--- config.mk ---
export PLATFORM = sky130hd
export DESIGN_NAME = message_segmenting_framer_unit
export DESIGN_NICKNAME = d
export VERILOG_FILES = /design/src/hw/rtl/msf_pkg.sv /design/src/hw/rtl/msf_front.sv /design/src/hw/rtl/msf_cmd_queue.sv /design/src/hw/rtl/msf_back.sv /design/src/hw/rtl/message_segmenting_framer_unit.sv
export SDC_FILE = /design/constraint.sdc
export NUM_CORES = 1
export LEC_CHECK = 0
export BUFFER_PORTS_ARGS = -buffer_cell sky130_fd_sc_hd__buf_4
export CORE_UTILIZATION = 50
export CTS_CLUSTER_DIAMETER = 80
export DETAILED_ROUTE_END_ITERATION = 7
export PLACE_DENSITY = 0.64
export SLEW_MARGIN = 25
export SYNTH_ARGS = -nofsm -noshare
export SYNTH_HDL_FRONTEND = slang
export SYNTH_SLANG_ARGS = --single-unit
--- constraint.sdc ---
create_clock -name i_clk -period 6.05 [get_ports i_clk]
set_clock_uncertainty 0.1 [all_clocks]
set_input_delay 0.605 -clock i_clk [delete_from_list [all_inputs] [get_ports i_clk]]
set_output_delay 0.605 -clock i_clk [all_outputs]
set_load 0.05 [all_outputs]
--- src/hw/rtl/msf_pkg.sv ---
// Shared types and constants of the message segmenting framer.
// No dependencies; every other file of the block refers to this package by scoped names.
`default_nettype none

package msf_pkg;

    // Largest number of data bytes in one frame.
    localparam int FRAME_DATA_MAX = 512;

    // Width of a frame length, wide enough to hold FRAME_DATA_MAX itself.
    localparam int LEN_W = $clog2(FRAME_DATA_MAX + 1);

    // Frame limit at message-size width and at frame-length width.
    localparam logic [15:0]      FRAME_MAX_16  = 16'(FRAME_DATA_MAX);
    localparam logic [LEN_W-1:0] FRAME_MAX_LEN = LEN_W'(FRAME_DATA_MAX);

    // Depth of the command queue between front and back.
    localparam int QUEUE_DEPTH = 4;
    localparam int QPTR_W      = $clog2(QUEUE_DEPTH);
    localparam int QCNT_W      = $clog2(QUEUE_DEPTH + 1);

    // Input operation codes.
    localparam logic OP_START   = 1'b0;
    localparam logic OP_PAYLOAD = 1'b1;

    // Configuration register indexes.
    localparam logic [1:0] CFG_SYNC_FIRST  = 2'd0;
    localparam logic [1:0] CFG_SYNC_SECOND = 2'd1;
    localparam logic [1:0] CFG_DATA_CMD    = 2'd2;

    // Configuration values seen by the back end.
    typedef struct packed {
        logic [7:0] sync_first;
        logic [7:0] sync_second;
        logic [7:0] data_cmd;
    } t_cfg;

    // One command from the front end: the output work caused by one input item.
    // A start command sends a header, then a checksum if the message is empty.
    // A data command sends the byte, then a checksum if the frame ends, then a
    // header if the message continues.
    typedef struct packed {
        logic             is_start;
        logic [7:0]       data;
        logic             do_close;
        logic             do_open;
        logic [LEN_W-1:0] len;
        logic [7:0]       frame_num;
    } t_cmd;

endpackage

`default_nettype wire

--- src/hw/rtl/msf_front.sv ---
// Front end of the framer: accepts input items, tracks message and frame progress
// and turns each useful item into one command. Depends on msf_pkg.
`default_nettype none

module msf_front (
    input  wire logic          i_clk,
    input  wire logic          i_rst_n,
    input  wire logic          i_valid,
    output logic               o_ready,
    input  wire logic          i_operation,
    input  wire logic [15:0]   i_message_size,
    input  wire logic [7:0]    i_payload_byte,
    input  wire logic          i_q_full,
    output logic               o_push,
    output msf_pkg::t_cmd      o_cmd
);

    logic [15:0]               r_msg_left, n_msg_left;
    logic [msf_pkg::LEN_W-1:0] r_frm_left, n_frm_left;
    logic [7:0]                r_frame_idx, n_frame_idx;

    logic                      accept;
    logic                      start_last;
    logic [15:0]               msg_dec;
    logic                      next_last;
    logic [7:0]                idx_inc;

    assign o_ready = !i_q_full;
    assign accept  = i_valid && o_ready;

    assign start_last = (i_message_size <= msf_pkg::FRAME_MAX_16);
    assign msg_dec    = r_msg_left - 16'd1;
    assign next_last  = (msg_dec <= msf_pkg::FRAME_MAX_16);
    assign idx_inc    = r_frame_idx + 8'd1;

    // Classify the item and build its command.
    always_comb begin
        n_msg_left  = r_msg_left;
        n_frm_left  = r_frm_left;
        n_frame_idx = r_frame_idx;
        o_push      = 1'b0;
        o_cmd       = '0;
        o_cmd.data  = i_payload_byte;
        if (accept) begin
            if (i_operation == msf_pkg::OP_START) begin
                o_push          = 1'b1;
                o_cmd.is_start  = 1'b1;
                o_cmd.do_close  = (i_message_size == 16'd0);
                o_cmd.len       = start_last ? i_message_size[msf_pkg::LEN_W-1:0]
                                             : msf_pkg::FRAME_MAX_LEN;
                o_cmd.frame_num = start_last ? 8'd0 : 8'd1;
                n_msg_left      = i_message_size;
                n_frm_left      = o_cmd.len;
                n_frame_idx     = 8'd1;
            end else if (r_msg_left != 16'd0 && r_frm_left != '0) begin
                // A payload byte with no frame open is dropped silently.
                o_push         = 1'b1;
                o_cmd.do_close = (r_frm_left == msf_pkg::LEN_W'(1));
                o_cmd.do_open  = o_cmd.do_close && (msg_dec != 16'd0);
                n_msg_left     = msg_dec;
                n_frm_left     = r_frm_left - msf_pkg::LEN_W'(1);
                if (o_cmd.do_open) begin
                    o_cmd.len       = next_last ? msg_dec[msf_pkg::LEN_W-1:0]
                                                : msf_pkg::FRAME_MAX_LEN;
                    o_cmd.frame_num = next_last ? 8'd0 : idx_inc;
                    n_frm_left      = o_cmd.len;
                    n_frame_idx     = idx_inc;
                end
            end
        end
    end

    // Progress registers.
    always_ff @(posedge i_clk) begin
        if (!i_rst_n) begin
            r_msg_left  <= 16'd0;
            r_frm_left  <= '0;
            r_frame_idx <= 8'd0;
        end else begin
            r_msg_left  <= n_msg_left;
            r_frm_left  <= n_frm_left;
            r_frame_idx <= n_frame_idx;
        end
    end

endmodule

`default_nettype wire

--- src/hw/rtl/msf_cmd_queue.sv ---
// Short first-in first-out queue of commands between the framer's front and back.
// Depends on msf_pkg for the command type and the queue depth.
`default_nettype none

module msf_cmd_queue (
    input  wire logic          i_clk,
    input  wire logic          i_rst_n,
    input  wire logic          i_push,
    input  msf_pkg::t_cmd      i_cmd,
    input  wire logic          i_pop,
    output logic               o_full,
    output logic               o_valid,
    output msf_pkg::t_cmd      o_cmd
);

    msf_pkg::t_cmd              r_mem [msf_pkg::QUEUE_DEPTH];
    logic [msf_pkg::QPTR_W-1:0] r_wr_ptr;
    logic [msf_pkg::QPTR_W-1:0] r_rd_ptr;
    logic [msf_pkg::QCNT_W-1:0] r_count;

    logic do_push;
    logic do_pop;

    assign o_full  = (r_count == msf_pkg::QCNT_W'(msf_pkg::QUEUE_DEPTH));
    assign o_valid = (r_count != '0);
    assign o_cmd   = r_mem[r_rd_ptr];
    assign do_push = i_push && !o_full;
    assign do_pop  = i_pop && o_valid;

    // Entry storage.
    always_ff @(posedge i_clk) begin
        if (do_push) begin
            r_mem[r_wr_ptr] <= i_cmd;
        end
    end

    // Pointers and fill level.
    always_ff @(posedge i_clk) begin
        if (!i_rst_n) begin
            r_wr_ptr <= '0;
            r_rd_ptr <= '0;
            r_count  <= '0;
        end else begin
            if (do_push) begin
                r_wr_ptr <= r_wr_ptr + msf_pkg::QPTR_W'(1);
            end
            if (do_pop) begin
                r_rd_ptr <= r_rd_ptr + msf_pkg::QPTR_W'(1);
            end
            if (do_push && !do_pop) begin
                r_count <= r_count + msf_pkg::QCNT_W'(1);
            end else if (do_pop && !do_push) begin
                r_count <= r_count - msf_pkg::QCNT_W'(1);
            end
        end
    end

endmodule

`default_nettype wire

--- src/hw/rtl/msf_back.sv ---
// Back end of the framer: expands queued commands into the framed byte stream,
// keeping the running checksum and the packet counter. Depends on msf_pkg.
`default_nettype none

module msf_back (
    input  wire logic          i_clk,
    input  wire logic          i_rst_n,
    input  msf_pkg::t_cfg      i_cfg,
    input  wire logic          i_q_valid,
    input  msf_pkg::t_cmd      i_q_cmd,
    output logic               o_pop,
    output logic               o_valid,
    input  wire logic          i_ready,
    output logic [7:0]         o_line_byte,
    output logic               o_frame_done,
    output logic               o_run_last
);

    // Byte positions within the work of one command.
    localparam logic [3:0] ST_SYNC1 = 4'd0;
    localparam logic [3:0] ST_SYNC2 = 4'd1;
    localparam logic [3:0] ST_LENH  = 4'd2;
    localparam logic [3:0] ST_LENL  = 4'd3;
    localparam logic [3:0] ST_CMD   = 4'd4;
    localparam logic [3:0] ST_PKT   = 4'd5;
    localparam logic [3:0] ST_FNUM  = 4'd6;
    localparam logic [3:0] ST_DATA  = 4'd7;
    localparam logic [3:0] ST_CSUM  = 4'd8;

    msf_pkg::t_cmd r_cmd, n_cmd;
    logic [3:0]    r_step, n_step;
    logic          r_active, n_active;
    logic [7:0]    r_sum, n_sum;
    logic [7:0]    r_pkt, n_pkt;
    logic          r_out_valid, n_out_valid;
    logic [7:0]    r_out_byte, n_out_byte;
    logic          r_out_done, n_out_done;
    logic          r_out_last, n_out_last;

    logic          out_free;
    logic          emit;
    logic [7:0]    cur_byte;
    logic          step_last;
    logic [3:0]    step_next;
    logic [15:0]   len16;

    assign len16    = 16'(r_cmd.len);
    assign out_free = !r_out_valid || i_ready;
    assign emit     = r_active && out_free;
    assign o_pop    = i_q_valid && (!r_active || (emit && step_last));

    // Byte of the current position and the position that follows it.
    always_comb begin
        cur_byte  = 8'd0;
        step_next = r_step + 4'd1;
        step_last = 1'b0;
        unique case (r_step)
            ST_SYNC1: cur_byte = i_cfg.sync_first;
            ST_SYNC2: cur_byte = i_cfg.sync_second;
            ST_LENH:  cur_byte = len16[15:8];
            ST_LENL:  cur_byte = len16[7:0];
            ST_CMD:   cur_byte = i_cfg.data_cmd;
            ST_PKT:   cur_byte = r_pkt;
            ST_FNUM: begin
                cur_byte  = r_cmd.frame_num;
                step_next = ST_CSUM;
                step_last = !(r_cmd.is_start && r_cmd.do_close);
            end
            ST_DATA: begin
                cur_byte  = r_cmd.data;
                step_next = ST_CSUM;
                step_last = !r_cmd.do_close;
            end
            ST_CSUM: begin
                cur_byte  = r_sum;
                step_next = ST_SYNC1;
                step_last = r_cmd.is_start || !r_cmd.do_open;
            end
            default: begin
                step_last = 1'b1;
            end
        endcase
    end

    // Sequencer, checksum, packet counter and output register.
    always_comb begin
        n_cmd       = r_cmd;
        n_step      = r_step;
        n_active    = r_active;
        n_sum       = r_sum;
        n_pkt       = r_pkt;
        n_out_valid = r_out_valid && !i_ready;
        n_out_byte  = r_out_byte;
        n_out_done  = r_out_done;
        n_out_last  = r_out_last;

        if (emit) begin
            n_out_valid = 1'b1;
            n_out_byte  = cur_byte;
            n_out_done  = (r_step == ST_CSUM);
            n_out_last  = step_last;
            if (r_step == ST_SYNC1) begin
                n_sum = cur_byte;
            end else if (r_step != ST_CSUM) begin
                n_sum = r_sum + cur_byte;
            end
            if (r_step == ST_CSUM) begin
                n_pkt = (r_pkt == 8'hff) ? 8'd1 : r_pkt + 8'd1;
            end
            if (step_last) begin
                n_active = 1'b0;
            end else begin
                n_step = step_next;
            end
        end

        // A new command is taken once the previous one has sent its last byte.
        if (o_pop) begin
            n_cmd    = i_q_cmd;
            n_step   = i_q_cmd.is_start ? ST_SYNC1 : ST_DATA;
            n_active = 1'b1;
        end
    end

    always_ff @(posedge i_clk) begin
        r_cmd      <= n_cmd;
        r_step     <= n_step;
        r_out_byte <= n_out_byte;
        r_out_done <= n_out_done;
        r_out_last <= n_out_last;
    end

    always_ff @(posedge i_clk) begin
        if (!i_rst_n) begin
            r_active    <= 1'b0;
            r_sum       <= 8'd0;
            r_pkt       <= 8'd1;
            r_out_valid <= 1'b0;
        end else begin
            r_active    <= n_active;
            r_sum       <= n_sum;
            r_pkt       <= n_pkt;
            r_out_valid <= n_out_valid;
        end
    end

    assign o_valid      = r_out_valid;
    assign o_line_byte  = r_out_byte;
    assign o_frame_done = r_out_done;
    assign o_run_last   = r_out_last;

endmodule

`default_nettype wire

--- src/hw/rtl/message_segmenting_framer_unit.sv ---
// Top level of the message segmenting framer: configuration registers, front end,
// command queue and back end. Depends on msf_pkg, msf_front, msf_cmd_queue, msf_back.
`default_nettype none

// A start item announces a message; the payload bytes that follow are cut into
// frames of up to 512 data bytes, each sent as two sync bytes, a 16-bit length,
// the command byte, the packet counter, the frame number (0 on the last frame),
// the data and an 8-bit additive checksum. The output gives one byte per cycle
// while the sink takes it. An input item is taken in the cycle it arrives as long
// as the four-entry command queue has room; a payload byte costs one output byte,
// and a frame boundary costs eight more (checksum plus next header), during which
// up to four further items are absorbed by the queue before the input stalls.
// Commands pass the queue into r_cmd; their bytes leave via r_out_byte. Configuration
// writes take effect at once and should be made only while the block is idle.
module message_segmenting_framer_unit (
    input  wire logic        i_clk,
    input  wire logic        i_rst_n,
    input  wire logic        i_cfg_we,
    input  wire logic [1:0]  i_cfg_addr,
    input  wire logic [7:0]  i_cfg_wdata,
    input  wire logic        i_valid,
    output logic             o_ready,
    input  wire logic        i_operation,
    input  wire logic [15:0] i_message_size,
    input  wire logic [7:0]  i_payload_byte,
    output logic             o_valid,
    input  wire logic        i_ready,
    output logic [7:0]       o_line_byte,
    output logic             o_frame_done,
    output logic             o_run_last
);

    msf_pkg::t_cfg r_cfg;
    msf_pkg::t_cmd push_cmd;
    msf_pkg::t_cmd q_cmd;
    logic          push;
    logic          q_full;
    logic          q_valid;
    logic          pop;

    // Configuration registers; writes beyond the list are ignored.
    always_ff @(posedge i_clk) begin
        if (!i_rst_n) begin
            r_cfg <= '0;
        end else if (i_cfg_we) begin
            unique case (i_cfg_addr)
                msf_pkg::CFG_SYNC_FIRST:  r_cfg.sync_first  <= i_cfg_wdata;
                msf_pkg::CFG_SYNC_SECOND: r_cfg.sync_second <= i_cfg_wdata;
                msf_pkg::CFG_DATA_CMD:    r_cfg.data_cmd    <= i_cfg_wdata;
                default: begin
                end
            endcase
        end
    end

    msf_front u_front (
        .i_clk          (i_clk),
        .i_rst_n        (i_rst_n),
        .i_valid        (i_valid),
        .o_ready        (o_ready),
        .i_operation    (i_operation),
        .i_message_size (i_message_size),
        .i_payload_byte (i_payload_byte),
        .i_q_full       (q_full),
        .o_push         (push),
        .o_cmd          (push_cmd)
    );

    msf_cmd_queue u_queue (
        .i_clk   (i_clk),
        .i_rst_n (i_rst_n),
        .i_push  (push),
        .i_cmd   (push_cmd),
        .i_pop   (pop),
        .o_full  (q_full),
        .o_valid (q_valid),
        .o_cmd   (q_cmd)
    );

    msf_back u_back (
        .i_clk        (i_clk),
        .i_rst_n      (i_rst_n),
        .i_cfg        (r_cfg),
        .i_q_valid    (q_valid),
        .i_q_cmd      (q_cmd),
        .o_pop        (pop),
        .o_valid      (o_valid),
        .i_ready      (i_ready),
        .o_line_byte  (o_line_byte),
        .o_frame_done (o_frame_done),
        .o_run_last   (o_run_last)
    );

endmodule

`default_nettype wire

# After elaboration in Yosys (flattened, before gate mapping)
# Memories as Yosys holds them, arrays and structs flattened. A register that Yosys moved wholly into a read port is not among the register bits.
# Cells that the tools add are included.
[totals]
reg_bits = 126
ram_bits = 116
input_bits = 40
out_inout_bits = 12
memories = 1
[op_classes]
addsub = 10
magnitude_cmp = 2
n_eq_ne = 17
muxes = 43
n_reduce_logical = 46
[memory_table]
columns = ["name", "words", "width", "rd", "rd_ports_with_merged_regs", "write_ports", "line", "text"]
rows = [
  ["u_queue.r_mem", 4, 29, 1, 1, 1, "msf_cmd_queue.sv:16", "msf_pkg::t_cmd r_mem [msf_pkg::QUEUE_DEPTH];"],
]
[ops]
columns = ["cell", "n"]
rows = [
  ["$pmux 8 s9", 1],
  ["$mux 8", 7],
  ["$mux 10", 5],
  ["$mux 20", 2],
  ["$mux 18", 2],
  ["$le 16x10->1 const B", 2],
  ["$mux 16", 2],
  ["$reduce_bool 16->1", 2],
  ["$add 8x1->8 const B", 2],
  ["$eq 4x3->1 const B", 4],
  ["$logic_not 16->1", 1],
  ["$reduce_and 2->1", 8],
  ["$sub 16x1->16 const B", 1],
  ["$mux 1", 14],
  ["$logic_and 1x1->1", 12],
  ["$mux 4", 3],
  ["$eq 10x1->1 const B", 1],
  ["$reduce_bool 10->1", 1],
  ["$sub 10x1->10 const B", 1],
  ["$logic_not 1->1", 9],
  ["$mux 3", 3],
  ["$add 8x8->8", 1],
  ["$eq 4x2->1 const B", 2],
  ["$eq 8x8->1 const B", 1],
  ["other kinds (23)", 31],
]

# Logic depth before layout (Yosys ltp)
# Gate-level depths: netlist (run 1).
[logic_depth]
depth_word = 10
depth_mapped = 18

# Cells and area by module
# Synthesis (run 1) repeated with hierarchy kept, for this count alone.
[hier_totals]
hier_cells = 941
hier_area_um2 = 11399.7
[modules_own_cells]
columns = ["mod", "instances", "cells_each", "area_each_um2"]
rows = [
  ["msf_cmd_queue", 1, 199, 4677.0],
  ["msf_back", 1, 295, 3164.3],
  ["msf_front", 1, 358, 2658.8],
  ["message_segmenting_framer_unit", 1, 89, 899.6],
]

# Worst setup path before layout (run 1)
# Ideal clock, no wire load.
[synth_timing]
kind = "flip-flop to flip-flop"
from = "reg u_back.r_step[0]"
to = "reg u_back.r_sum[7]"
arrival_time_ps = 3498
required_time_ps = 5817
setup_slack_ps = 2319
stages_incl_launch_ff = 17
period_less_slack_ps = 3731
cell_sequence = "edfxtp_1 > inv_1 > ha_1 > clkbuf_1 > clkbuf_1 > a22oi_1 > nand3_1 > a32oi_1 > inv_1 > ha_1 > a21o_1 > a21oi_1 > o21ai_0 > a2111oi_0 > nor3_1 > a311oi_1 > a31oi_1"
[synth_via]
elab_chain_cells = 5
word_cells_on_any_way = 16
classes_between = "add/sub: 1; eq/ne: 9; mux: 3; reduce/logical: 3"
[synth_rtl]
columns = ["item", "line", "text"]
rows = [
  ["start: declaration", "msf_back.sv:31", "logic [3:0] r_step, n_step;"],
  ["start signal: assignment", "msf_back.sv:127", "r_step <= n_step;"],
  ["$eq 4x4->1, or another cell as far along", "msf_back.sv:57", "unique case (r_step)"],
  ["$pmux 8 s9 *", "msf_back.sv:57", ""],
  ["net u_back.cur_byte[1]", "msf_back.sv:42", "logic [7:0] cur_byte;"],
  ["$add 8x8->8 *", "msf_back.sv:105", "n_sum = r_sum + cur_byte;"],
  ["$mux 8 *", "msf_back.sv:104", "end else if (r_step != ST_CSUM) begin"],
  ["$mux 8 *", "msf_back.sv:102", "if (r_step == ST_SYNC1) begin"],
  ["end signal: assignment", "msf_back.sv:141", "r_sum <= n_sum;"],
  ["end: declaration", "msf_back.sv:33", "logic [7:0] r_sum, n_sum;"],
]
# Mark *: on every way through the listed nets, which the timed path passes. The rest lies on a longest branch. The select of a mux whose other input is x is not followed.
# A chain may end at the register's enable or synchronous reset.

# Worst setup path after layout (run 1)
[layout_timing]
from = "reg u_front.r_msg_left[7]"
to = "reg u_queue.r_count[2] (netlist bit)"
[layout_via]
elab_chain_cells = 9
word_cells_on_any_way = 11
classes_between = "mux: 4; reduce/logical: 7"
[layout_rtl]
columns = ["item", "line", "text"]
rows = [
  ["start: declaration", "msf_front.sv:18", "logic [15:0] r_msg_left, n_msg_left;"],
  ["start signal: assignment", "msf_front.sv:80", "r_msg_left <= n_msg_left;"],
  ["$reduce_bool 16->1 *", "msf_front.sv:55", "end else if (r_msg_left != 16'd0 && r_frm_left != '0) begin"],
  ["$logic_and 1x1->1 *", "msf_front.sv:55", ""],
  ["$mux 1 *", "msf_front.sv:55", ""],
  ["$mux 1 *", "msf_front.sv:45", "if (i_operation == msf_pkg::OP_START) begin"],
  ["$mux 1 *", "msf_front.sv:44", "if (accept) begin"],
  ["$logic_and 1x1->1 *", "msf_cmd_queue.sv:27", "assign do_push = i_push && !o_full;"],
  ["$logic_not 1->1", "msf_cmd_queue.sv:52", "end else if (do_pop && !do_push) begin"],
  ["$logic_and 1x1->1", "msf_cmd_queue.sv:52", ""],
  ["$reduce_bool 2->1 (no line)", "n/a", ""],
  ["end signal: assignment", "msf_cmd_queue.sv:51", "r_count <= r_count + msf_pkg::QCNT_W'(1);"],
  ["end signal: assignment", "msf_cmd_queue.sv:53", "r_count <= r_count - msf_pkg::QCNT_W'(1);"],
  ["end: declaration", "msf_cmd_queue.sv:19", "logic [msf_pkg::QCNT_W-1:0] r_count;"],
]
# Mark *: on every way between the ends. The rest lies on a longest branch, timed or not.

==> results by stage, run 1 <==
Synth:
- Counting flops and latches in the post-synthesis netlist gives 244.
- Multiplexer cells account for about a tenth of the synthesized area.
- The mapped cell area is about 0.011 mm^2.
- The most used flip-flop cell after synthesis is sky130_fd_sc_hd__edfxtp_1.
- After synthesis, the netlist uses between 70 and 80 different library cells.
- Counting every instance in the synthesized netlist gives 953.
- In this run, synthesis inferred between 150 and 200 flip-flops with an integrated enable.
- For this run, asynchronously set or reset flops after synthesis account for 0%.
- The average instance in the mapped netlist occupies approximately 12 um^2.
- During synthesis, Yosys emitted a total of 0 warnings.
- The combinational family with the most area after synthesis is compound AO/OA/AOI/OAI gates.
- The area share of xor/xnor cells in the synthesized design is between 2 and 3%.
- The post-synthesis compound-gate area fraction is between 10% and 20%.
- The number of nets produced by synthesis is slightly above 1k.
- Of the total synthesized cell area, the portion taken by AND, OR, NAND and NOR gates is approximately an eighth.
- The adder-cell area share of the yosys netlist is approximately 2.8%.
- The sequential-to-total area share from yosys stat is between 50 and 60%.

Die:
- The row count is 54.
- The boundary pin count is 52.
- Measured along the y axis, the die boundary spans between 150 and 200 um.
- The floorplan step defined a die boundary enclosing between 0.02 and 0.025 mm^2.
- The effective utilization at floorplan is between 50 and 60%.
- The standard cell core area is 0.02209 mm^2.
- The die is 152.8 um wide.

Clock network:
- The clock drives 244 sinks.
- Once the clock tree was built, the resizer swapped 0 gates to a different size.
- The buffer cell driving the clock tree root is sky130_fd_sc_hd__clkbuf_16.
- The post-cts hold buffer count is 0.
- The later pin in the worst-skew pair is clocked with a latency of roughly 0.53 ns.
- The TritonCTS clock tree is done.
- Post-CTS timing repair inserted 0 buffers for setup.
- Clock-pin slew was measured on the worst setup and hold paths at 0.06 ns.
- The number of H-tree levels is 1.
- The maximum count of clock buffers along a single path is 3.
- TritonCTS created 26 clock buffers.

Timing:
- The upper clock frequency limit is 229.4 MHz.
- The count of final hold-check violations is 0.
- Setup violations remaining at the end of the flow were counted as 0.
- Setup repair after global routing left no endpoint under its margin.
- The shortest period the worst path allows is 4.358 ns.
- For the pin with the worst max-slew slack, the measured transition is 0.9394 ns.
- The sum of negative setup slack is 0 ns.
- The share of the cycle needed by the critical path after routing is between 70 and 80%.
- The final number of max-transition violations is 0.
- The worst-case headroom to the max-slew limit is between 30% and 40%.

Global routing:
- The largest net degree at the start of global routing is 65.
- The number of global-route vias before repair is between 7k and 8k.
- The first global-routing pass estimated a little over 40000 um of wire.
- The initial antenna violation count is 0.
- The global-route congestion overflow total is 0.
- Global routing consumed, over all layers together, 22.30% of the routing resources.

Finish:
- In the final design database the tool counted approximately 1.1k nets.
- The library cells used most frequently in the layout, excluding fill and tap cells, are sky130_fd_sc_hd__edfxtp_1, sky130_fd_sc_hd__nor2_1, sky130_fd_sc_hd__dfxtp_1.
- The most common library cell in the layout ignoring fill and taps is sky130_fd_sc_hd__edfxtp_1.
- Cells with a size suffix above 1 make up about 16% of the layout.
- The area growth from synthesis to layout is 13.49%.
- The repair_antennas step left the layout with diodes totalling 0.

Routing:
- The number of nets with antenna violations after routing is 0.
- The residual DRC count is 0.
- The average wire per cell in the routed design is roughly 20 um.
- For this block, the initial DRC count from the detailed router was roughly 580.
- Using the TritonRoute via totals, the vias-per-cell ratio works out to roughly 6.0.
- The routed layout has just under 8k vias.
- After detailed routing, the total wire length is ~26000 um.
- The first-pass iteration count of the detailed router is 7.

Worst setup path:
- The delay of the slowest cell on the worst path is around 0.79 ns.
- Traced cell by cell, the critical path runs through nor4_1 -> nand4_1 -> o31ai_1 -> a21o_1 -> inv_1 -> ha_1 -> inv_1 -> fa_1 -> xor2_1 -> or3_1 -> a21oi_1.
- The slowest cell on the critical path is sky130_fd_sc_hd__nor4_1.
- The startpoint-to-endpoint class of the critical path is register to register.
- The data arrival at the endpoint of the critical path is 4.71 ns.
- The data required time of the worst path is ~6.4 ns.
- Counting stages on the worst path, the most repeated cell is sky130_fd_sc_hd__inv_1.
- The startpoint type of the worst setup path is a register.
- The type of element capturing the critical path is a register.
- The maximum fanout encountered on the critical timing path is 22.

Pwr:
- Power comes to 6.967 mW.
- IR analysis of the VDD net gives a maximum drop of around 240 uV.
- The static leakage is around 4.7 nW.
- Dividing total power by cell area gives a power density of around 540 mW/mm^2.

Placed design:
- The routability congestion estimate from global placement is between 0.9 and 1.
- Port buffering added 51 buffers.
- The post-DP HPWL is about 17000 um.

Worst hold path:
- The worst min-delay path category is primary input to register.

Status:
- The flow ran to the end, and the final reports show no timing, DRC or antenna violations.

Flow run:
- The number of maximum-capacitance violations is 0.
-- flip-flops by register name, summed over array words and instances, names as in the netlist, named ones only --
name,flops
u_back.r_sum,8
u_back.o_run_last,1
u_back.o_frame_done,1
u_front.r_msg_left,16
u_queue.r_count,3
u_queue.r_mem,116
u_back.len16,10
u_back.r_active,1
u_back.o_line_byte,8
u_queue.r_rd_ptr,2
u_back.r_cmd,19
u_queue.r_wr_ptr,2
u_back.o_valid,1
u_back.r_pkt,8
u_front.r_frame_idx,8
u_front.r_frm_left,10
u_back.r_step,4
r_cfg,24
-- cell families (layout without fill, tap and decap cells) --
family                     Yosys count  count (layout)
DFF                                244             244
and+or+nand+nor                    299             299
AOI/OAI and AO/OA                  200             200
buffers and inverters               86             145
adders and majority gates           24              24
muxes                               69              69
xor gates and xnor gates            31              31
-- power by group --
part,switching (mW),internal [mW]
combinational,1.61,0.998
clock,0.647,1.06
sequential,0.334,2.32
total,2.59,4.38
-- worst paths after layout --
kind	cells past startpoint	slack (ns)	startpoint	to
worst max-delay path	11	1.69	u_front.r_msg_left[7]	u_queue.r_count[2]
worst min-delay path	1	0.19	i_payload_byte[0]	u_queue.r_mem[2][20]
worst max register to register	11	1.69	u_front.r_msg_left[7]	u_queue.r_count[2]
worst min register to register	2	0.37	u_back.r_active	u_back.o_valid
-- synthesized netlist by cell type (21+ instances only) --
master                       n  area, um^2
sky130_fd_sc_hd__a21oi_1    42       210.2
sky130_fd_sc_hd__clkbuf_1   31       116.4
sky130_fd_sc_hd__dfxtp_1    85        1702
sky130_fd_sc_hd__edfxtp_1  159        4775
sky130_fd_sc_hd__ha_1       22       275.3
sky130_fd_sc_hd__inv_1      34       127.6
sky130_fd_sc_hd__mux2i_1    34       340.3
sky130_fd_sc_hd__mux4_2     29       653.1
sky130_fd_sc_hd__nand2_1    81       304.0
sky130_fd_sc_hd__nand3_1    21       105.1
sky130_fd_sc_hd__nor2_1    105       394.1
sky130_fd_sc_hd__o21ai_0    27       135.1
-- stage by stage --
stage	std cells	util (%)	hold WS, ns	setup slack, ns	instance area (um^2)
3_3_place_gp	1244	54.21	0.3608	1.970	11980
4_1_cts	1292	58.42	0.1650	1.765	12910
6_report	1292	58.42	0.1894	1.692	12910
2_1_floorplan	953	-	0.3479	2.319	11370
3_5_place_dp	1244	54.22	0.3665	1.779	11980
5_1_grt	1292	58.42	0.1695	1.269	12910
-- area by class of cell --
class / instances / area [um^2]
timing repair buffer: 62 / 465.4
inverter: 35 / 131.4
fill: 1801 / 9186
sequential: 244 / 6480
tap: 280 / 350.3
multi-input combinational: 623 / 4552
clock inverter: 14 / 206.4
clock buffer: 34 / 721.9
-- critical path: cells and delay by family, from the launching register on --
family                   cells  cell delay, ns
AND/OR/NAND/NOR              3            1.39
AO/OA/AOI/OAI                3            1.26
buffers and inverters        2            0.53
adder cells (fa/ha/maj)      2            0.51
flip-flops                   1            0.41
XOR/XNOR                     1            0.07
-- per-layer routing --
layer | up-vias | GRT usage (%) | routed length [um] | share of wire (%)
li1 | 3687 | - | - | -
met1 | 3788 | 30.38 | 11360 | 44
met2 | 214 | 37.33 | 12460 | 49
met3 | 41 | 3.005 | 1208 | 4.7
met4 | 0 | 6.638 | 624 | 2.4
met5 | - | 0 | 0 | 0
Power figures use the tool's default switching activity.
==> run 2, diff against run 1 <==
--- a/config.mk
+++ b/config.mk
@@ -9,7 +9,7 @@
 export CORE_UTILIZATION = 50
 export CTS_CLUSTER_DIAMETER = 80
 export DETAILED_ROUTE_END_ITERATION = 7
-export PLACE_DENSITY = 0.64
+export PLACE_DENSITY = 0.67
 export SLEW_MARGIN = 25
 export SYNTH_ARGS = -nofsm -noshare
 export SYNTH_HDL_FRONTEND = slang
==> constraint.sdc (replaced) <==
create_clock -name i_clk -period 3.53 [get_ports i_clk]
set_clock_uncertainty 0.1 [all_clocks]
set_input_delay 0.353 -clock i_clk [delete_from_list [all_inputs] [get_ports i_clk]]
set_output_delay 0.353 -clock i_clk [all_outputs]
set_load 0.05 [all_outputs]
==> run 2 against run 1 <==
Total power increased by 75%. Non-clock buffer count increased by 65. Combinational power is 93% higher. Final area increased by 4.5%. Critical path depth is 2 higher. Highest routed layer unchanged.
==> results by stage, run 2 (synthesized netlist as in run 1, its figures left out) <==
Placed design:
- The placed instances occupy a cell area of ~0.012 mm^2.
- The number of placed instances with taps included is approximately 1.3k.
- After legalization and detailed placement, the total HPWL measured around 18000 um.
- The count of port buffers added during placement is between 50 and 60.
- Routability-driven placement finished with a final weighted congestion of slightly above 0.9.

Timing:
- The slew of the pin with the lowest slew margin is 0.7837 ns.
- The upper clock frequency limit is 291.5 MHz.
- The sum of negative setup slack is 0 ns.
- The worst hold slack after final layout is 0.05710 ns.
- The shortest period the worst path allows is between 3 and 4 ns.
- The worst path uses a little over nine tenths of the clock period.
- The final number of max-transition violations is 0.
- The count of final hold-check violations is 0.
- Setup violations remaining at the end of the flow were counted as 0.
- In this run the tightest slew margin relative to its limit is a little under half.
- Setup repair after global routing could not meet its margin everywhere.

Finish:
- The final instance area is ~0.013 mm^2.
- More flip-flops sit in one register than any other, and that register is u_queue.r_mem.
- The layout cell share with drive strength beyond 1 is slightly above 20%.
- The register with the most flip-flops in the layout has 116 of them.
- Measured on the finished design, the core utilization comes to 61.05%.
- The most common library cell in the layout ignoring fill and taps is sky130_fd_sc_hd__edfxtp_1.
- 0 antenna diodes ended up in the layout.
- The final non-filler cell total is 1357.
- In the final layout, the registers with the most flip-flops are u_queue.r_mem: 116 flops, r_cfg: 24 flops, u_back.r_cmd: 19 flops.
- The area growth from synthesis to final layout is 18.59%.
- In the layout the commonest cells are sky130_fd_sc_hd__edfxtp_1, sky130_fd_sc_hd__nor2_1, sky130_fd_sc_hd__buf_4.
- The net count of the finished layout is ~1.1k.

Global routing:
- Entering global routing, the biggest net connects 65 pins.
- Global routing used 23.00% of the available tracks across all layers.
- The initial antenna violation count was 0.
- Global routing finished with a remaining overflow of 0.
- The number of global-route vias before repair is a little under 8k.
- The global-route wire length before repair is ~42000 um.

Flow run:
- The number of maximum-capacitance violations is 0.

Routing:
- In the routed design, unresolved DRC markers number 0.
- After the first detailed-routing iteration, the DRC count stood at about 550.
- The number of nets with antenna violations after routing is 0.
- The routed layout has between 8k and 9k vias.
- The first-pass iteration count of the detailed router is 7.
- The average wire per cell in the routed design is between 15 and 20 um.
- Dividing the detail-routed via count by the number of cells gives just under 6.
- Summed over all layers, the routed wires come to 26610 um.

Pwr:
- The power density normalized to cell area is ~900 mW/mm^2.
- Per report_power, the clock group accounts for 21.9% of the total.
- The switching power as a share of total power is between 30% and 40%.
- The internal portion of the total power is ~7.6 mW.
- The combinational share of power is around 41%.
- The net switching power of the design is 4.543 mW.
- The static leakage is roughly 5.0 nW.
- The maximum VDD drop is 466.6 uV.
- The sequential fraction of design power is roughly 37%.

Die:
- The effective utilization at floorplan is 51.48%.
- The row count is between 50 and 60.
- The horizontal die dimension is 152.8 um.
- The die span in y is about 150 um.
- 52 I/O pins were placed.
- The die covers roughly 0.023 mm^2.
- The total area inside the core boundary comes to roughly 0.022 mm^2.

Worst setup path:
- STA classifies the critical path endpoint as a register.
- Of all nets on the critical path, the largest fanout is 4.
- The worst reg-to-reg setup slack is 0.1 ns.
- The startpoint type of the worst setup path is a register.
- The data required time of the worst path is around 3.8 ns.
- The critical path in this run is classified as register to register.
- The data arrival at the endpoint of the critical path is about 3.7 ns.

Status:
- The run finished with clean final reports.

Worst hold path:
- The worst min-delay path category is primary input to register.

Clock network:
- After clock tree synthesis, the clock-pin slew on the worst setup and hold paths is 0.06 ns.
- Clock latency on the worst-skew pair, taken at its later pin, is about 0.52 ns.
- The maximum count of clock buffers along a single path is 3.
- The total clock sinks is between 200 and 250.
- In this run the clock root is driven by a sky130_fd_sc_hd__clkbuf_16.
- The TritonCTS clock tree is done.
- In this run the number of H-tree levels came out at 1.
- The number of buffers added by the clock tree synthesis step is 26.
==> run 2: changes by cell type in the layout (fill, tap and decap cells not counted), moves of 3 or more <==
| cell | delta |
|---|---|
| sky130_fd_sc_hd__ha_2 | +4 |
| sky130_fd_sc_hd__buf_4 | +43 |
| sky130_fd_sc_hd__dlygate4sd3_1 | +16 |
| sky130_fd_sc_hd__ha_1 | -5 |
| sky130_fd_sc_hd__bufinv_16 | -3 |
| sky130_fd_sc_hd__o21ai_0 | -3 |
| sky130_fd_sc_hd__clkinv_2 | +6 |
| sky130_fd_sc_hd__buf_12 | +5 |
==> run 2: repair_timing <==
action                                 in CTS  in global routing
pin swaps                                   1                 14
gates resized for setup                     3                 17
hold buffers                               16                  0
endpoints found under the hold margin      50                  0
buffers inserted                            0                  5
setup endpoints to repair                   1                  4
==> run 2: worst max-delay path, cell delays in order (launching register included) <==
cell and delay, ns:
sky130_fd_sc_hd__edfxtp_1 0.48, sky130_fd_sc_hd__ha_2 0.26, sky130_fd_sc_hd__a222oi_1 0.30, sky130_fd_sc_hd__nand2_1 0.11
sky130_fd_sc_hd__a32oi_2 0.27, sky130_fd_sc_hd__inv_1 0.09, sky130_fd_sc_hd__ha_1 0.31, sky130_fd_sc_hd__a21o_1 0.20
sky130_fd_sc_hd__a21oi_2 0.17, sky130_fd_sc_hd__o21ai_2 0.10, sky130_fd_sc_hd__a2111oi_4 0.36, sky130_fd_sc_hd__nor3_1 0.12
sky130_fd_sc_hd__a311oi_1 0.30, sky130_fd_sc_hd__a31oi_1 0.12
==> run 2: metal layers <==
| metal | vias to the layer above | GRT usage [%] | share of wire (%) |
|---|---|---|---|
| li1 | 3818 | - | - |
| met1 | 3945 | 29.33 | 42 |
| met2 | 231 | 39.65 | 50 |
| met3 | 55 | 3.913 | 5.1 |
| met4 | 0 | 8.081 | 3.2 |
| met5 | - | 0 | 0 |
==> run 2: final timing paths <==
| check | cells past startpoint | from | end |
|---|---|---|---|
| setup / recovery | 13 | u_back.r_step[0] | u_back.r_sum[7] |
| hold / removal | 2 | i_rst_n | u_back.r_pkt[0] |
| setup reg to reg | 13 | u_back.r_step[0] | u_back.r_sum[7] |
| hold reg to reg | 2 | u_back.r_active | u_back.o_valid |
==> run 2: final cells by class <==
cell class / instances / area [um^2]
Clock buffer: 34 / 721.9
Timing Repair Buffer: 127 / 1060
Inverter: 35 / 131.4
Sequential cell: 244 / 6477
Tap cell: 280 / 350.3
Multi-Input combinational cell: 623 / 4624
Clock inverter: 14 / 122.6
Fill cell: 1752 / 8606
==> run 2: metrics by stage <==
stage / setup slack [ns] / power (mW)
after floorplan: 0.02721 / 7.849
after global placement: 0.04997 / 9.335
after detailed placement: -0.0008780 / 9.394
after CTS: 0.03714 / 12.12
after global routing: -0.1055 / 12.92
final: 0.09897 / 12.19
==> run 2: power by group through the flow <==
stage / logic, mW / clock network [mW] / registers (mW)
2_1_floorplan: 3.37 / 0 / 4.48
3_3_place_gp: 4.80 / 0 / 4.53
3_5_place_dp: 4.85 / 0 / 4.54
4_1_cts: 4.91 / 2.72 / 4.49
5_1_grt: 5.50 / 2.84 / 4.59
6_report: 5.03 / 2.66 / 4.50
==> run 3, diff against run 2 <==
--- a/config.mk
+++ b/config.mk
@@ -5,11 +5,12 @@
 export SDC_FILE = /design/constraint.sdc
 export NUM_CORES = 1
 export LEC_CHECK = 0
+export ABC_CLOCK_PERIOD_IN_PS = 3530
 export BUFFER_PORTS_ARGS = -buffer_cell sky130_fd_sc_hd__buf_4
-export CORE_UTILIZATION = 50
+export CORE_UTILIZATION = 56
 export CTS_CLUSTER_DIAMETER = 80
 export DETAILED_ROUTE_END_ITERATION = 7
-export PLACE_DENSITY = 0.67
+export PLACE_DENSITY = 0.74
 export SLEW_MARGIN = 25
 export SYNTH_ARGS = -nofsm -noshare
 export SYNTH_HDL_FRONTEND = slang
==> run 3 against run 2 <==
Die area is 11% lower. Via count shrank 0.14%. Flip-flop and latch count unchanged. Sequential share of layout area rose by 0.63 points. Combinational power fell by 1%. Routed wire length fell by 0.18%. Core utilization is 6.7 points higher. Critical path depth increased by 1.
==> results by stage, run 3 (synthesized netlist as in run 1, its figures left out) <==
Status:
- The flow ran to the end, and the final reports show no timing, DRC or antenna violations.

Die:
- The horizontal die dimension is approximately 140 um.
- The area enclosed by the die boundary is about 0.021 mm^2.
- The initial utilization of the core area, before any placement, comes to between 50% and 60%.
- The core region is ~0.020 mm^2.
- The row count is 51.
- The die span in y is between 100 and 150 um.
- Pin placement for this block handled 52 I/O pins.

Finish:
- The largest registers in the layout are u_queue.r_mem: 116 flops, r_cfg: 24 flops, u_back.r_cmd: 19 flops.
- Leaving out fill and tap cells, the most frequent cell in the layout is sky130_fd_sc_hd__edfxtp_1.
- The flip-flop count of the largest register, all copies and words added is ~120.
- The area growth from synthesis to final layout is 17.05%.
- The fill cell total of the finished layout is 1484.
- The register containing the most flip-flops in the final layout is u_queue.r_mem.
- The final cell utilization of the core is between 60% and 70%.
- The repair_antennas step left the layout with diodes totalling 0.
- The top cell types in the final layout, fill and taps aside, are sky130_fd_sc_hd__edfxtp_1, sky130_fd_sc_hd__nor2_1, sky130_fd_sc_hd__buf_4.
- Of the cells placed in the final design, the portion with a size suffix greater than 1 is approximately a fifth.
- In the final design database the tool counted 1110 nets.

Pwr:
- The internal power of the cells totals between 7 and 8 mW.
- Power spread over the standard cell area amounts to approximately 900 mW/mm^2.
- The combinational share of power is between 40% and 50%.
- Of the total power, the share spent switching nets is 37.92%.
- The net switching power of the design is around 4.6 mW.
- The static leakage is 4.899 nW.
- The maximum VDD drop is 520.3 uV.
- Of the total power, the clock network draws about a fifth.
- The final total power is 12.01 mW.
- The sequential fraction of design power is between 30% and 40%.

Worst setup path:
- The startpoint type of the worst setup path is a register.
- The critical path is of the register to register type.
- The origin of the critical flop-to-flop path is u_back.r_step[0].
- Data on the critical path arrives at its endpoint at around 3.7 ns.
- At the worst endpoint, the required time is 3.80 ns.
- Of all nets on the critical path, the largest fanout is 10.
- The worst setup path is captured at a register.
- The launch point of the worst path is u_back.r_step[0].

Routing:
- The routed via count divided by cell count is 6.044.
- After detailed routing, the average wire length per cell comes to between 15 and 20 um.
- The number of nets with antenna violations after routing is 0.
- The final wirelength is between 20000 and 30000 um.
- The pre-antenna-repair detailed-routing pass consisted of 5 iterations.
- The total vias in the final route is 8038.
- For this block, the initial DRC count from the detailed router was just over 600.
- After detailed routing, the number of remaining DRC violations is 0.

Clock network:
- The maximum count of clock buffers along a single path is 3.
- The total clock sinks is around 240.
- TritonCTS built the clock tree.
- The number of buffers added by the clock tree synthesis step is 25.
- The worst-skew pair later-pin latency is approximately 0.52 ns.
- The clock-pin transition on the worst setup and hold timing paths is around 0.060 ns.
- The buffer cell driving the clock tree root is sky130_fd_sc_hd__clkbuf_16.
- The number of H-tree levels is 1.

Placed design:
- Prior to clock tree synthesis, the placed netlist has a worst setup slack of -0.07154 ns.
- Port buffering added between 50 and 60 buffers.
- Detailed placement ended at an HPWL of between 15000 and 20000 um.
- The routability congestion estimate from global placement is approximately 0.89.

Worst hold path:
- The worst min-delay path category is primary input to register.
- The worst hold path begins at i_rst_n.

Flow run:
- Across the run, the number of max-cap violations was 0.

Global routing:
- The number of global-route vias before repair is 7676.
- Summed over all layers, the global routing overflow is 0.
- Entering global routing, the biggest net connects 65 pins.
- The initial antenna violation count is 0.
- The overall track demand over capacity in global routing is ~26%.
- The global-route wire length before repair is 40700 um.

Timing:
- The shortest period the worst path allows is 3.428 ns.
- The count of final hold-check violations came to 0.
- The final number of max-transition violations is 0.
- In the final timing run, aggregate negative setup slack is 0 ns.
- The worst hold slack after final layout is 0.05165 ns.
- The upper clock frequency limit is between 200 and 300 MHz.
- Setup violations remaining at the end of the flow were counted as 0.
- At the pin with the least slew margin, the transition time is between 0.8 and 0.9 ns.
- Dividing the final minimum period by the clock period gives approximately 97%.
- Setup repair after global routing could not meet its margin everywhere.
- The worst-case headroom to the max-slew limit is 42.97%.
- In the post-route analysis, the smallest setup slack over all paths is 0.1022 ns.
run 3: changes by cell type in the layout (fill, tap and decap cells not counted), moves of 2 or more:
| cell | before | now |
|---|---|---|
| sky130_fd_sc_hd__clkbuf_8 | 2 | 0 |
| sky130_fd_sc_hd__clkbuf_16 | 27 | 25 |
| sky130_fd_sc_hd__ha_1 | 17 | 19 |
| sky130_fd_sc_hd__ha_2 | 4 | 2 |
| sky130_fd_sc_hd__buf_4 | 105 | 96 |
run 3: cell type report:
class | count | area [um^2] | area share (%)
sequential | 244 | 6477 | 48.66
multi-input combinational | 623 | 4608 | 34.61
timing repair buffer | 117 | 980.9 | 7.368
clock buffer | 31 | 648.1 | 4.868
tap | 265 | 331.6 | 2.491
clock inverter | 15 | 135.1 | 1.015
inverter | 35 | 131.4 | 0.9868
run 3: power groups by stage:
stage,Clock [mW],Combinational [mW],Sequential [mW]
after floorplan,0,3.37,4.48
after global placement,0,4.71,4.52
after detailed placement,0,4.79,4.55
after CTS,2.57,4.86,4.50
after global routing,2.69,5.38,4.59
final,2.53,4.96,4.52
run 3: metrics by stage:
| stage | cell area [um^2] | cells |
|---|---|---|
| final | 13310 | 1330 |
| after global routing | 13310 | 1330 |
| after CTS | 13250 | 1327 |
| after detailed placement | 12290 | 1264 |
| after global placement | 12290 | 1264 |
| after floorplan | 11380 | 953 |
run 3: critical path: stages, from the launching register on:
cell and delay, ns:
sky130_fd_sc_hd__edfxtp_1 0.46, sky130_fd_sc_hd__inv_2 0.09, sky130_fd_sc_hd__ha_1 0.25, sky130_fd_sc_hd__buf_4 0.19
sky130_fd_sc_hd__a222oi_1 0.33, sky130_fd_sc_hd__o21ai_0 0.15, sky130_fd_sc_hd__a22o_1 0.24, sky130_fd_sc_hd__ha_1 0.32
sky130_fd_sc_hd__inv_1 0.11, sky130_fd_sc_hd__o21ai_2 0.08, sky130_fd_sc_hd__a2111oi_2 0.31, sky130_fd_sc_hd__buf_4 0.19
sky130_fd_sc_hd__nor2_1 0.04, sky130_fd_sc_hd__a311oi_1 0.29, sky130_fd_sc_hd__a31oi_1 0.12
run 3: repair_timing:
| action | in CTS | in global routing |
|---|---|---|
| pin swaps | 1 | 15 |
| setup buffers | 1 | 3 |
| hold buffers | 16 | 0 |
| setup endpoints to repair | 1 | 3 |
| endpoints found under the hold margin | 53 | 0 |
| resized for setup | 3 | 12 |
run 3: final timing paths:
kind	end	slack [ns]	cells after the start
max	u_back.r_sum[7]	0.10	14
min	u_back.r_pkt[0]	0.05	2
max reg2reg	u_back.r_sum[7]	0.10	14
min reg2reg	u_back.o_valid	0.38	2
run 3: routing by layer:
| layer | wire (um) | GRT usage (%) | up-vias | part of all wire [%] |
|---|---|---|---|---|
| li1 | - | - | 3791 | - |
| met4 | 1005 | 11.75 | 0 | 3.8 |
| met3 | 1603 | 3.510 | 66 | 6.0 |
| met5 | 0 | 0 | - | 0 |
| met2 | 12960 | 44.28 | 279 | 49 |
| met1 | 10990 | 32.87 | 3902 | 41 |
